==> src/design/lbers_pkg.sv <==
// ----------------------------------------------------------------------------
// lbers_pkg
// Shared types and constants for the LED blink / expander refresh sequencer.
// ----------------------------------------------------------------------------
package lbers_pkg;

  localparam int unsigned LedCount = 4;
  localparam int unsigned QDepth   = 2;

  typedef enum logic [1:0] {
    ACT_TICK  = 2'd0,
    ACT_EVENT = 2'd1,
    ACT_ERROR = 2'd2,
    ACT_MODES = 2'd3
  } action_e;

  typedef enum logic [2:0] {
    CMD_NONE        = 3'd0,
    CMD_START       = 3'd1,
    CMD_SEND        = 3'd2,
    CMD_STOP        = 3'd3,
    CMD_STOP_START  = 3'd4,
    CMD_RESET       = 3'd5,
    CMD_RESET_START = 3'd6
  } cmd_e;

  typedef enum logic [2:0] {
    SEQ_CONFIG = 3'd0,
    SEQ_INVERT = 3'd1,
    SEQ_OUTPUT = 3'd2,
    SEQ_INPUT  = 3'd3,
    SEQ_DONE   = 3'd4
  } seq_e;

  typedef enum logic [3:0] {
    PH_NONE     = 4'd0,
    PH_W_START  = 4'd1,
    PH_W_ADDR   = 4'd2,
    PH_W_REG    = 4'd3,
    PH_W_DATA   = 4'd4,
    PH_R_START  = 4'd5,
    PH_R_ADDR   = 4'd6,
    PH_R_REG    = 4'd7,
    PH_R_RSTART = 4'd8,
    PH_R_RADDR  = 4'd9
  } phase_e;

  typedef enum logic [2:0] {
    CFG_TICK   = 3'd0,
    CFG_SLOW   = 3'd1,
    CFG_MEDIUM = 3'd2,
    CFG_FAST   = 3'd3,
    CFG_ADDR   = 3'd4
  } cfg_e;

  typedef enum logic [2:0] {
    MODE_OFF    = 3'd0,
    MODE_ON     = 3'd1,
    MODE_SLOW   = 3'd2,
    MODE_MEDIUM = 3'd3,
    MODE_FAST   = 3'd4
  } mode_e;

  localparam logic [7:0] RegConfig = 8'h06;
  localparam logic [7:0] RegInvert = 8'h04;
  localparam logic [7:0] RegOutput = 8'h02;
  localparam logic [7:0] RegInput  = 8'h00;
  localparam logic [7:0] DirData   = 8'hF0;
  localparam logic [7:0] InvData   = 8'hFF;

  // Classified request between front and back
  typedef struct packed {
    action_e             action;
    logic                start_sent;
    logic                tx_empty;
    logic                rx_not_empty;
    logic [3:0]          rx_nibble;
    logic [LedCount-1:0] led_select;
    logic [2:0]          led_mode;
  } req_t;

endpackage

==> src/design/lbers_front.sv <==
// ----------------------------------------------------------------------------
// lbers_front
// Accepts requests and queues them for the back end (two-entry queue).
// ----------------------------------------------------------------------------
module lbers_front (
  input  logic                 clk_i,
  input  logic                 rst_ni,
  input  logic                 in_valid,
  output logic                 in_ready,
  input  logic [1:0]           action_i,
  input  logic                 start_sent_i,
  input  logic                 tx_empty_i,
  input  logic                 rx_not_empty_i,
  input  logic [7:0]           rx_byte_i,
  input  logic [3:0]           led_select_i,
  input  logic [2:0]           led_mode_i,
  output logic                 q_valid_o,
  input  logic                 q_ready_i,
  output lbers_pkg::req_t      q_req_o
);

  lbers_pkg::req_t mem_q [lbers_pkg::QDepth];
  logic       wr_ptr_q, wr_ptr_d, rd_ptr_q, rd_ptr_d;
  logic [1:0] cnt_q, cnt_d;
  logic       push, pop;
  lbers_pkg::req_t req;

  // Classify: pack fields, keep only the switch nibble of rx data
  always_comb begin
    req.action       = lbers_pkg::action_e'(action_i);
    req.start_sent   = start_sent_i;
    req.tx_empty     = tx_empty_i;
    req.rx_not_empty = rx_not_empty_i;
    req.rx_nibble    = rx_byte_i[7:4];
    req.led_select   = led_select_i[lbers_pkg::LedCount-1:0];
    req.led_mode     = led_mode_i;
  end

  assign in_ready  = (cnt_q != 2'd2);
  assign q_valid_o = (cnt_q != 2'd0);
  assign q_req_o   = mem_q[rd_ptr_q];
  assign push      = in_valid && in_ready;
  assign pop       = q_valid_o && q_ready_i;

  always_comb begin
    wr_ptr_d = push ? ~wr_ptr_q : wr_ptr_q;
    rd_ptr_d = pop ? ~rd_ptr_q : rd_ptr_q;
    cnt_d    = cnt_q + {1'b0, push} - {1'b0, pop};
  end

  always_ff @(posedge clk_i or negedge rst_ni) begin
    if (!rst_ni) begin
      wr_ptr_q <= 1'b0;
      rd_ptr_q <= 1'b0;
      cnt_q    <= 2'd0;
    end else begin
      wr_ptr_q <= wr_ptr_d;
      rd_ptr_q <= rd_ptr_d;
      cnt_q    <= cnt_d;
    end
  end

  // Queue storage
  always_ff @(posedge clk_i) begin
    if (push) begin
      mem_q[wr_ptr_q] <= req;
    end
  end

endmodule

==> src/design/lbers_back.sv <==
// ----------------------------------------------------------------------------
// lbers_back
// Executes queued requests: blink counters, LED modes, expander sequencer.
// ----------------------------------------------------------------------------
module lbers_back (
  input  logic                clk_i,
  input  logic                rst_ni,
  input  logic                cfg_we,
  input  logic [2:0]          cfg_index,
  input  logic [15:0]         cfg_data,
  input  logic                q_valid_i,
  output logic                q_ready_o,
  input  lbers_pkg::req_t     q_req_i,
  output logic                out_valid,
  input  logic                out_ready,
  output logic [2:0]          bus_command_o,
  output logic [7:0]          tx_byte_o,
  output logic [3:0]          led_pattern_o,
  output logic [3:0]          switch_states_o,
  output logic                error_flag_o
);

  localparam int unsigned LC = lbers_pkg::LedCount;

  logic [9:0]  tick_q;
  logic [15:0] slow_lim_q, med_lim_q, fast_lim_q;
  logic [6:0]  addr_q;

  lbers_pkg::seq_e   seq_q, seq_d;
  lbers_pkg::phase_e ph_q, ph_d;
  logic [15:0] cnt_q [3];
  logic [15:0] cnt_d [3];
  logic [2:0]  phs_q, phs_d;
  logic [2:0]  mode_q [LC];
  logic [2:0]  mode_d [LC];
  logic [3:0]  lit_q, lit_d;
  logic [7:0]  preg_q, preg_d, pdat_q, pdat_d;
  logic [3:0]  sw_q, sw_d;
  logic        err_q, err_d;

  logic        ov_q;
  logic [2:0]  cmd_q, cmd_d;
  logic [7:0]  tx_q, tx_d;

  logic        fire;
  logic [16:0] sum [3];
  logic [15:0] lim [3];
  logic        adv;

  // Output register frees up when empty or being taken
  assign q_ready_o = !ov_q || out_ready;
  assign fire      = q_valid_i && q_ready_o;
  assign lim[0] = slow_lim_q;
  assign lim[1] = med_lim_q;
  assign lim[2] = fast_lim_q;

  // Configuration writes
  always_ff @(posedge clk_i or negedge rst_ni) begin
    if (!rst_ni) begin
      tick_q     <= 10'd1;
      slow_lim_q <= 16'd1000;
      med_lim_q  <= 16'd500;
      fast_lim_q <= 16'd250;
      addr_q     <= 7'd32;
    end else if (cfg_we) begin
      case (cfg_index)
        lbers_pkg::CFG_TICK:   tick_q     <= cfg_data[9:0];
        lbers_pkg::CFG_SLOW:   slow_lim_q <= cfg_data;
        lbers_pkg::CFG_MEDIUM: med_lim_q  <= cfg_data;
        lbers_pkg::CFG_FAST:   fast_lim_q <= cfg_data;
        lbers_pkg::CFG_ADDR:   addr_q     <= cfg_data[6:0];
        default: ;
      endcase
    end
  end

  // Step logic; adv marks end of a transfer
  always_comb begin
    seq_d  = seq_q;
    ph_d   = ph_q;
    phs_d  = phs_q;
    lit_d  = lit_q;
    preg_d = preg_q;
    pdat_d = pdat_q;
    sw_d   = sw_q;
    err_d  = err_q;
    cmd_d  = lbers_pkg::CMD_NONE;
    tx_d   = 8'h00;
    adv    = 1'b0;
    for (int i = 0; i < 3; i++) begin
      cnt_d[i] = cnt_q[i];
      sum[i]   = {1'b0, cnt_q[i]} + {7'd0, tick_q};
    end
    for (int i = 0; i < LC; i++) mode_d[i] = mode_q[i];

    unique case (q_req_i.action)
      lbers_pkg::ACT_TICK: begin
        for (int i = 0; i < 3; i++) begin
          if (sum[i] >= {1'b0, lim[i]}) begin
            cnt_d[i] = 16'd0;
            phs_d[i] = ~phs_q[i];
          end else begin
            cnt_d[i] = sum[i][15:0];
          end
        end
        lit_d = 4'd0;
        for (int i = 0; i < LC; i++) begin
          case (mode_q[i])
            lbers_pkg::MODE_ON:     lit_d[i] = 1'b1;
            lbers_pkg::MODE_SLOW:   lit_d[i] = phs_d[0];
            lbers_pkg::MODE_MEDIUM: lit_d[i] = phs_d[1];
            lbers_pkg::MODE_FAST:   lit_d[i] = phs_d[2];
            default:                lit_d[i] = 1'b0;
          endcase
        end
        if (seq_q == lbers_pkg::SEQ_DONE) begin
          seq_d  = lbers_pkg::SEQ_CONFIG;
          preg_d = lbers_pkg::RegConfig;
          pdat_d = lbers_pkg::DirData;
          ph_d   = lbers_pkg::PH_W_START;
          cmd_d  = err_q ? lbers_pkg::CMD_RESET_START : lbers_pkg::CMD_START;
        end else begin
          cmd_d  = err_q ? lbers_pkg::CMD_RESET : lbers_pkg::CMD_NONE;
        end
      end
      lbers_pkg::ACT_EVENT: begin
        unique case (ph_q)
          lbers_pkg::PH_W_START, lbers_pkg::PH_R_START: if (q_req_i.start_sent) begin
            ph_d  = lbers_pkg::phase_e'(ph_q + 4'd1);
            cmd_d = lbers_pkg::CMD_SEND;
            tx_d  = {addr_q, 1'b0};
          end
          lbers_pkg::PH_W_ADDR, lbers_pkg::PH_R_ADDR: if (q_req_i.tx_empty) begin
            ph_d  = lbers_pkg::phase_e'(ph_q + 4'd1);
            cmd_d = lbers_pkg::CMD_SEND;
            tx_d  = preg_q;
          end
          lbers_pkg::PH_W_REG: if (q_req_i.tx_empty) begin
            ph_d  = lbers_pkg::PH_W_DATA;
            cmd_d = lbers_pkg::CMD_SEND;
            tx_d  = pdat_q;
          end
          lbers_pkg::PH_W_DATA: adv = q_req_i.tx_empty;
          lbers_pkg::PH_R_REG: if (q_req_i.tx_empty) begin
            ph_d  = lbers_pkg::PH_R_RSTART;
            cmd_d = lbers_pkg::CMD_START;
          end
          lbers_pkg::PH_R_RSTART: if (q_req_i.start_sent) begin
            ph_d  = lbers_pkg::PH_R_RADDR;
            cmd_d = lbers_pkg::CMD_SEND;
            tx_d  = {addr_q, 1'b1};
          end
          lbers_pkg::PH_R_RADDR: if (q_req_i.rx_not_empty) begin
            sw_d = q_req_i.rx_nibble;
            adv  = 1'b1;
          end
          default: ;
        endcase
        // Next sequence step
        if (adv) begin
          cmd_d = lbers_pkg::CMD_STOP_START;
          unique case (seq_q)
            lbers_pkg::SEQ_CONFIG: begin
              seq_d  = lbers_pkg::SEQ_INVERT;
              preg_d = lbers_pkg::RegInvert;
              pdat_d = lbers_pkg::InvData;
              ph_d   = lbers_pkg::PH_W_START;
            end
            lbers_pkg::SEQ_INVERT: begin
              seq_d  = lbers_pkg::SEQ_OUTPUT;
              preg_d = lbers_pkg::RegOutput;
              pdat_d = {4'hF, ~lit_q};
              ph_d   = lbers_pkg::PH_W_START;
            end
            lbers_pkg::SEQ_OUTPUT: begin
              seq_d  = lbers_pkg::SEQ_INPUT;
              preg_d = lbers_pkg::RegInput;
              ph_d   = lbers_pkg::PH_R_START;
            end
            default: begin
              seq_d = lbers_pkg::SEQ_DONE;
              err_d = 1'b0;
              ph_d  = lbers_pkg::PH_NONE;
              cmd_d = lbers_pkg::CMD_STOP;
            end
          endcase
        end
      end
      lbers_pkg::ACT_ERROR: err_d = 1'b1;
      default: begin
        for (int i = 0; i < LC; i++)
          if (q_req_i.led_select[i]) mode_d[i] = q_req_i.led_mode;
      end
    endcase
  end

  // State and output register
  always_ff @(posedge clk_i or negedge rst_ni) begin
    if (!rst_ni) begin
      seq_q  <= lbers_pkg::SEQ_DONE;
      ph_q   <= lbers_pkg::PH_NONE;
      phs_q  <= 3'd0;
      lit_q  <= 4'd0;
      preg_q <= 8'd0;
      pdat_q <= 8'd0;
      sw_q   <= 4'd0;
      err_q  <= 1'b0;
      ov_q   <= 1'b0;
      for (int i = 0; i < 3; i++) cnt_q[i] <= 16'd0;
      for (int i = 0; i < LC; i++) mode_q[i] <= lbers_pkg::MODE_OFF;
    end else begin
      if (fire) begin
        seq_q  <= seq_d;
        ph_q   <= ph_d;
        phs_q  <= phs_d;
        lit_q  <= lit_d;
        preg_q <= preg_d;
        pdat_q <= pdat_d;
        sw_q   <= sw_d;
        err_q  <= err_d;
        cnt_q  <= cnt_d;
        mode_q <= mode_d;
        ov_q   <= 1'b1;
      end else if (out_ready) begin
        ov_q   <= 1'b0;
      end
    end
  end

  always_ff @(posedge clk_i) begin
    if (fire) begin
      cmd_q <= cmd_d;
      tx_q  <= tx_d;
    end
  end

  assign out_valid       = ov_q;
  assign bus_command_o   = cmd_q;
  assign tx_byte_o       = tx_q;
  assign led_pattern_o   = lit_q;
  assign switch_states_o = sw_q;
  assign error_flag_o    = err_q;

endmodule

==> src/design/led_blink_expander_refresh_sequencer_unit.sv <==
// Path: a request is queued into the front queue at the accepting edge and
// executed into the output register when the back end takes it from the queue.
// Throughput: one request per cycle unless a full, untaken output register stalls it.
// Reset: asynchronous active low; state, counters and LED modes clear,
// config registers take their defaults; no clearing pass.
// ----------------------------------------------------------------------------
// led_blink_expander_refresh_sequencer_unit
// Blink counters, LED modes and IO expander refresh sequencer, top level.
// ----------------------------------------------------------------------------
module led_blink_expander_refresh_sequencer_unit (
  input  logic        clk_i,
  input  logic        rst_ni,
  input  logic        cfg_we,
  input  logic [2:0]  cfg_index,
  input  logic [15:0] cfg_data,
  input  logic        in_valid,
  output logic        in_ready,
  input  logic [1:0]  action_i,
  input  logic        start_sent_i,
  input  logic        tx_empty_i,
  input  logic        rx_not_empty_i,
  input  logic [7:0]  rx_byte_i,
  input  logic [3:0]  led_select_i,
  input  logic [2:0]  led_mode_i,
  output logic        out_valid,
  input  logic        out_ready,
  output logic [2:0]  bus_command_o,
  output logic [7:0]  tx_byte_o,
  output logic [3:0]  led_pattern_o,
  output logic [3:0]  switch_states_o,
  output logic        error_flag_o
);

  logic            q_valid, q_ready;
  lbers_pkg::req_t q_req;

  lbers_front u_front (
    .clk_i, .rst_ni, .in_valid, .in_ready, .action_i, .start_sent_i, .tx_empty_i,
    .rx_not_empty_i, .rx_byte_i, .led_select_i, .led_mode_i,
    .q_valid_o(q_valid), .q_ready_i(q_ready), .q_req_o(q_req)
  );

  lbers_back u_back (
    .clk_i, .rst_ni, .cfg_we, .cfg_index, .cfg_data,
    .q_valid_i(q_valid), .q_ready_o(q_ready), .q_req_i(q_req),
    .out_valid, .out_ready, .bus_command_o, .tx_byte_o, .led_pattern_o,
    .switch_states_o, .error_flag_o
  );

endmodule
==> config.mk <==
export PLATFORM = sky130hd
export DESIGN_NAME = led_blink_expander_refresh_sequencer_unit
export DESIGN_NICKNAME = d
export VERILOG_FILES = /design/src/design/lbers_pkg.sv /design/src/design/lbers_front.sv /design/src/design/lbers_back.sv /design/src/design/led_blink_expander_refresh_sequencer_unit.sv
export SDC_FILE = /design/constraint.sdc
export NUM_CORES = 1
export LEC_CHECK = 0
export BUFFER_PORTS_ARGS = -buffer_cell sky130_fd_sc_hd__buf_4
export CORE_MARGIN = 2
export CORE_UTILIZATION = 55
export DETAILED_ROUTE_END_ITERATION = 12
export PLACE_DENSITY = 0.79
export SLEW_MARGIN = 25
export SYNTH_ARGS = -nofsm -noshare
export SYNTH_HDL_FRONTEND = slang
export SYNTH_SLANG_ARGS = --single-unit
export TNS_END_PERCENT = 50
==> constraint.sdc <==
create_clock -name clk_i -period 7.5 [get_ports clk_i]
set_clock_uncertainty 0.05 [all_clocks]
set_input_delay 1.5 -clock clk_i [delete_from_list [all_inputs] [get_ports clk_i]]
set_output_delay 1.5 -clock clk_i [all_outputs]
set_load 0.01 [all_outputs]
### After elaboration in Yosys (flattened, before gate mapping)

Memory sizes are Yosys's and may differ from the RTL's.
Index checks and enable logic that the tools add are counted.
Widths: inputs -> output; s select.

| word-level totals | value |
|---|---|
| register bits after elaboration | 176 |
| RAM bits | 32 |
| word-level logic and storage cells | 180 |
| memories kept | 1 |

| operators by class | value |
|---|---|
| add/sub/neg operators | 6 |
| $lt $le $gt $ge | 3 |
| eq/ne operators | 46 |
| mux-type cells | 57 |
| bitwise gates (word level) | 7 |
| reductions and logical operators | 34 |

Memories:

| memory | words | bits a word | rd ports | clocked after Yosys merged registers in | write ports | RTL line | RTL |
|---|---|---|---|---|---|---|---|
| u_front.mem_q | 2 | 16 | 1 | 0 | 1 | lbers_front.sv:22 | `lbers_pkg::req_t mem_q [lbers_pkg::QDepth];` |

Operators by type and width:

| kind | number |
|---|---|
| $mux 8 | 8 |
| $add 16x10->17 | 3 |
| $ge 17x16->1 | 3 |
| $mux 16 | 3 |
| $pmux 8 s2 | 3 |
| $eq 3x2->1 const B | 11 |
| $pmux 8 s4 | 1 |
| $mux 4 | 7 |
| $pmux 8 s3 | 1 |
| $mux 3 | 7 |
| $pmux 4 s5 | 1 |
| $eq 3x1->1 const B | 6 |
| $eq 3x3->1 const B | 6 |
| $pmux 3 s2 | 3 |
| $pmux 3 s3 | 2 |
| $eq 4x3->1 const B | 4 |
| $pmux 1 s4 | 4 |
| $mux 1 | 12 |
| $ne 4x2->1 const B | 3 |
| $reduce_and 2->1 | 6 |
| $reduce_and 3->1 | 4 |
| $reduce_and 4->1 | 3 |
| $reduce_or 3->1 | 4 |
| $reduce_and 5->1 | 2 |
| other kinds (27) | 46 |

### Depth between registers and ports, before layout

An unclocked memory read counts as a cell.

| depth | value |
|---|---|
| word-level depth | 6 |
| depth in mapped cells | 21 |
| depth with buffers taken out | 19 |

### Cells and area by module

From an unflattened synthesis, not the netlist that was laid out.

| unflattened totals | value |
|---|---|
| cells, all modules | 1064 |
| area, all modules | 11125.7 um^2 |

Modules (own cells, without submodules):

| module | instances | cells each | area an instance (um^2) | sequential area each (um^2) |
|---|---|---|---|---|
| lbers_back | 1 | 997 | 9763.1 | 4160.2 |
| lbers_front | 1 | 67 | 1362.6 | 1061.0 |

### Least setup slack after synthesis

No wires, ideal clock.

| path | value |
|---|---|
| kind | reg2reg |
| from | reg u_back.tick_q[0] |
| to | reg u_back.cnt_q[10] (netlist bit) |
| library setup time | 0.076 ns |
| arrival time | 4.016 ns |
| slack | 3.357 ns |
| stages on the path, launching flop included | 21 |
| buffers on the path | 1 |
| clock period less this slack | 4.143 ns |
| cells stage by stage | dfstp_2 ha_1 inv_1 fa_1 nor2b_1 o31ai_1 a31o_2 o21bai_1 a21oi_1 nor2_1 xnor2_1 ha_1 and3_1 a221oi_1 o211ai_1 a21oi_2 nand2b_4 buf_6 or2_1 or3_1 o21ai_1 |

| between the ends | value |
|---|---|
| longest elaborated chain between the ends | 3 |

Ends and longest elaborated chain:

| what | RTL line | RTL |
|---|---|---|
| from (decl) | lbers_back.sv:25 | `logic [9:0] tick_q;` |
| from (signal assigned) | lbers_back.sv:67 | `lbers_pkg::CFG_TICK: tick_q <= cfg_data[9:0];` |
| $add 16x10->17 (*) | lbers_back.sv:92 | `sum[i] = {1'b0, cnt_q[i]} + {7'd0, tick_q};` |
| $ge 17x16->1 | lbers_back.sv:99 | `if (sum[i] >= {1'b0, lim[i]}) begin` |
| $mux 16 (*) | lbers_back.sv:99 |  |
| to (signal assigned) | lbers_back.sv:221 | `cnt_q <= cnt_d;` |
| to (decl) | lbers_back.sv:31 | `logic [15:0] cnt_q [3];` |

Every way passes the cells marked *; elsewhere a longest branch is shown, timed or not.
A chain may end at the register's enable or synchronous reset.

### Final worst setup path

Ends and elaborated chain as after synthesis.

==> results.md <==
* Metal-1 WL at 10600 um
* Top cell type's share of synthesized area at 0.307
* Tot GR Track Use at 0.235
* Slew at the pin closest to its max-slew limit at 0.955 ns
* Root Buffer: clkbuf_16
* R2R depth at 19
* Via count at 8058
* CP Launch Type: flip-flop
* Sum Neg Setup Slack at 0 ns
* Initial cell density of the core at 0.562
* Layout area overhead at 12.5%
* Detailed Place HPWL at 17300 um
* Initial antenna violation count at 0
* Full die area at 21200 um^2
* Fin. Hold Viols at 0
* Critical path data required time at a little under 8 ns
* Antenna-violating nets left at 0
* Mapped Area at 11000 um^2
* Row cnt at 51
* N_diodes at 0
* RSZ-0062 raised after global routing: false
* Tot Pwr at 4.99 mW
* CTS resizes at 0
* GRT Residual Overflow at 0
* Tcrit/Tclk final at 0.644
* Post-synth EDFFs at 43
* Most common cell after layout, fill and taps aside: dfrtp_1
* Pwr dens at between 400 and 500 nW/um^2
* Mapped Avg Cell Area at 10.3 um^2
* Topmost layer with routed signal wires: met4
* Outcome: completed
* Io pins at 66
* Tmin final at 4.83 ns
* Final core occ at 0.633
* Post-synth top flop: dfrtp_1
* Synth area leader: dfrtp_1
* Setup Fix Bufs, Post-CTS at 0
* Worst Setup Path Type: flip-flop to flip-flop
* CP endpoint kind: flip-flop
* Clk slew on worst S/H paths at 0.08 ns
* Largest net degree at the start of global routing at 95
* First-pass DRT Iterations at 5
* Routed WL per cell at approximately 17 um
* CTS tree: yes
* Syn. warnings at 0
* Total wire length at about 24000 um
* Critical Path AT at a little over 5 ns
* Final Max Slew Viols at 0
* CTS Buf Count at 17
* MaxCap Viol Count at 0
* Worst slew margin at 0.363
* Proportion of layout cells with a drive suffix above 1 at 0.170
* DRT iter0 DRCs at about 580
* Pleak at 5.55 nW
* Commonest cells after routing, fill and taps aside: dfrtp_1 (135), nand2_1 (132), inv_1 (85), ha_1 (85), buf_4 (67)
* First-pass GRT wire length at around 40000 um
* Worst-skew pair later-pin latency at ~0.45 ns
* Vias in the first global route at 7976
* Maximum buffer depth of the clock tree at 2
* Final RePlAce weighted congestion at 0.915
* Max VDD drop at 196 uV
* Endpoints failing setup at 0
* Final nets at 1255
* Clock sinks at 199
* FMAX at a little over 200 MHz
* Met3 routed WL at between 1000 and 1500 um
* Mapped Cells at 1068
* Synthesized flop and latch total at slightly below 200
* Ys async rst share at 0.784
* Hold buffers post-CTS at 0
* Die H at 146 um
* Chip width at 146 um
* Post-synthesis sequential area ratio at 0.474
* I/O Buffers at between 60 and 70
* Core region area at 19600 um^2
* Hold crit path type: flip-flop to flip-flop
* Critical path peak fanout at 16
* Library cells used by synthesis at 74
* WHS Path Cells at 1
* Net count after synthesis at 1200
* Vias per Instance at 5.75
* # H-tree levels at 4
* DRC violations left at 0
* Synth area leaders: dfrtp_1 (31%), edfxtp_1 (12%), ha_1 (9.7%)
* WL met2 at 12000 um
==> registers in the layout, indices dropped and copies added (netlist names), 2 cells and up <==
| signal | cells |
|---|---|
| u_back.addr_q | 7 |
| u_back.bus_command_o | 3 |
| u_back.cnt_q | 48 |
| u_back.fast_lim_q | 16 |
| u_back.led_pattern_o | 4 |
| u_back.med_lim_q | 16 |
| u_back.mode_q | 12 |
| u_back.pdat_q | 5 |
| u_back.ph_q | 4 |
| u_back.phs_q | 3 |
| u_back.preg_q | 2 |
| u_back.seq_q | 3 |
| u_back.slow_lim_q | 16 |
| u_back.switch_states_o | 4 |
| u_back.tick_q | 10 |
| u_back.tx_byte_o | 8 |
| u_front.cnt_q | 2 |
| u_front.mem_q | 32 |
==> cell families (layout without fill, tap and decap cells) <==
kind of cell,Yosys count,count (layout),synth area share
flip-flops,199,199,0.474
XOR/XNOR,48,48,0.0399
AO/OA/AOI/OAI,262,262,0.154
multiplexers,67,67,0.0671
AND/OR/NAND/NOR,287,287,0.121
buffers and inverters,117,185,0.0419
adder cells (fa/ha/maj),88,88,0.102
==> metrics by stage <==
stage               cells  setup slack, ns  area (um^2)  hold WS, ns
finish               1401             2.67        12400        0.436
global route         1401             2.38        12400        0.452
CTS                  1401             2.68        12400        0.430
detailed placement   1369             2.71        11700        0.415
global placement     1369             2.78        11700        0.400
floorplan            1068             3.36        11000        0.383
==> power by group <==
group	switching (mW)	total (mW)	leakage, nW	internal, mW
clock	0.512	0.990	0.317	0.478
sequential	0.271	1.74	2.31	1.47
combinational	1.29	2.26	2.92	0.964
total	2.07	4.99	5.55	2.92
==> synth_stat cells (all sizes together), types with 21 or more instances <==
master,instances
dfrtp,135
nand2,132
o21ai,103
ha,85
inv,85
nor2,64
a21oi,55
mux2,52
edfxtp,43
xnor2,39
clkbuf,23
dfstp,21
==> metal layers <==
metal	GRT usage	vias to the layer above
met3	0.0392	39
met4	0.0770	0
met5	0	-
met2	0.395	219
li1	-	3881
met1	0.314	3919
==> area by class of cell <==
type / instances / area [um^2]
flip-flops and latches: 199 / 5220
multi-input cells: 752 / 5350
fillers: 1536 / 7190
inverters: 85 / 319
repair buffers: 68 / 514
clock inverters: 15 / 234
well taps: 265 / 332
clock buffers: 17 / 425
==> critical path: stages (launching register included) <==
cell and delay [ns]:
dfstp_2 0.59, ha_1 0.20, inv_1 0.06, fa_1 0.41, nor2b_1 0.18, o31ai_1 0.12
a31o_2 0.29, o21bai_1 0.12, a21oi_1 0.16, nor2_1 0.24, xnor2_1 0.18, ha_1 0.28
and3_1 0.21, a221oi_1 0.34, o211ai_1 0.16, a21oi_2 0.27, nand2b_4 0.19, or2_1 0.29
or3_1 0.32, o21ai_1 0.07
==> worst paths after layout <==
path	slack, ns	end	startpoint
worst max-delay path	2.67	u_back.cnt_q[10]	u_back.tick_q[0]
worst min-delay path	0.44	u_back.cnt_q[46]	u_back.cnt_q[46]
worst max register to register	2.67	u_back.cnt_q[10]	u_back.tick_q[0]
worst min register to register	0.44	u_back.cnt_q[46]	u_back.cnt_q[46]
max in group asynchronous	5.04	u_back.cnt_q[19]	rst_ni
min in group asynchronous	1.07	u_back.cnt_q[12]	rst_ni
Note: power is estimated with default switching activity, not from simulation.
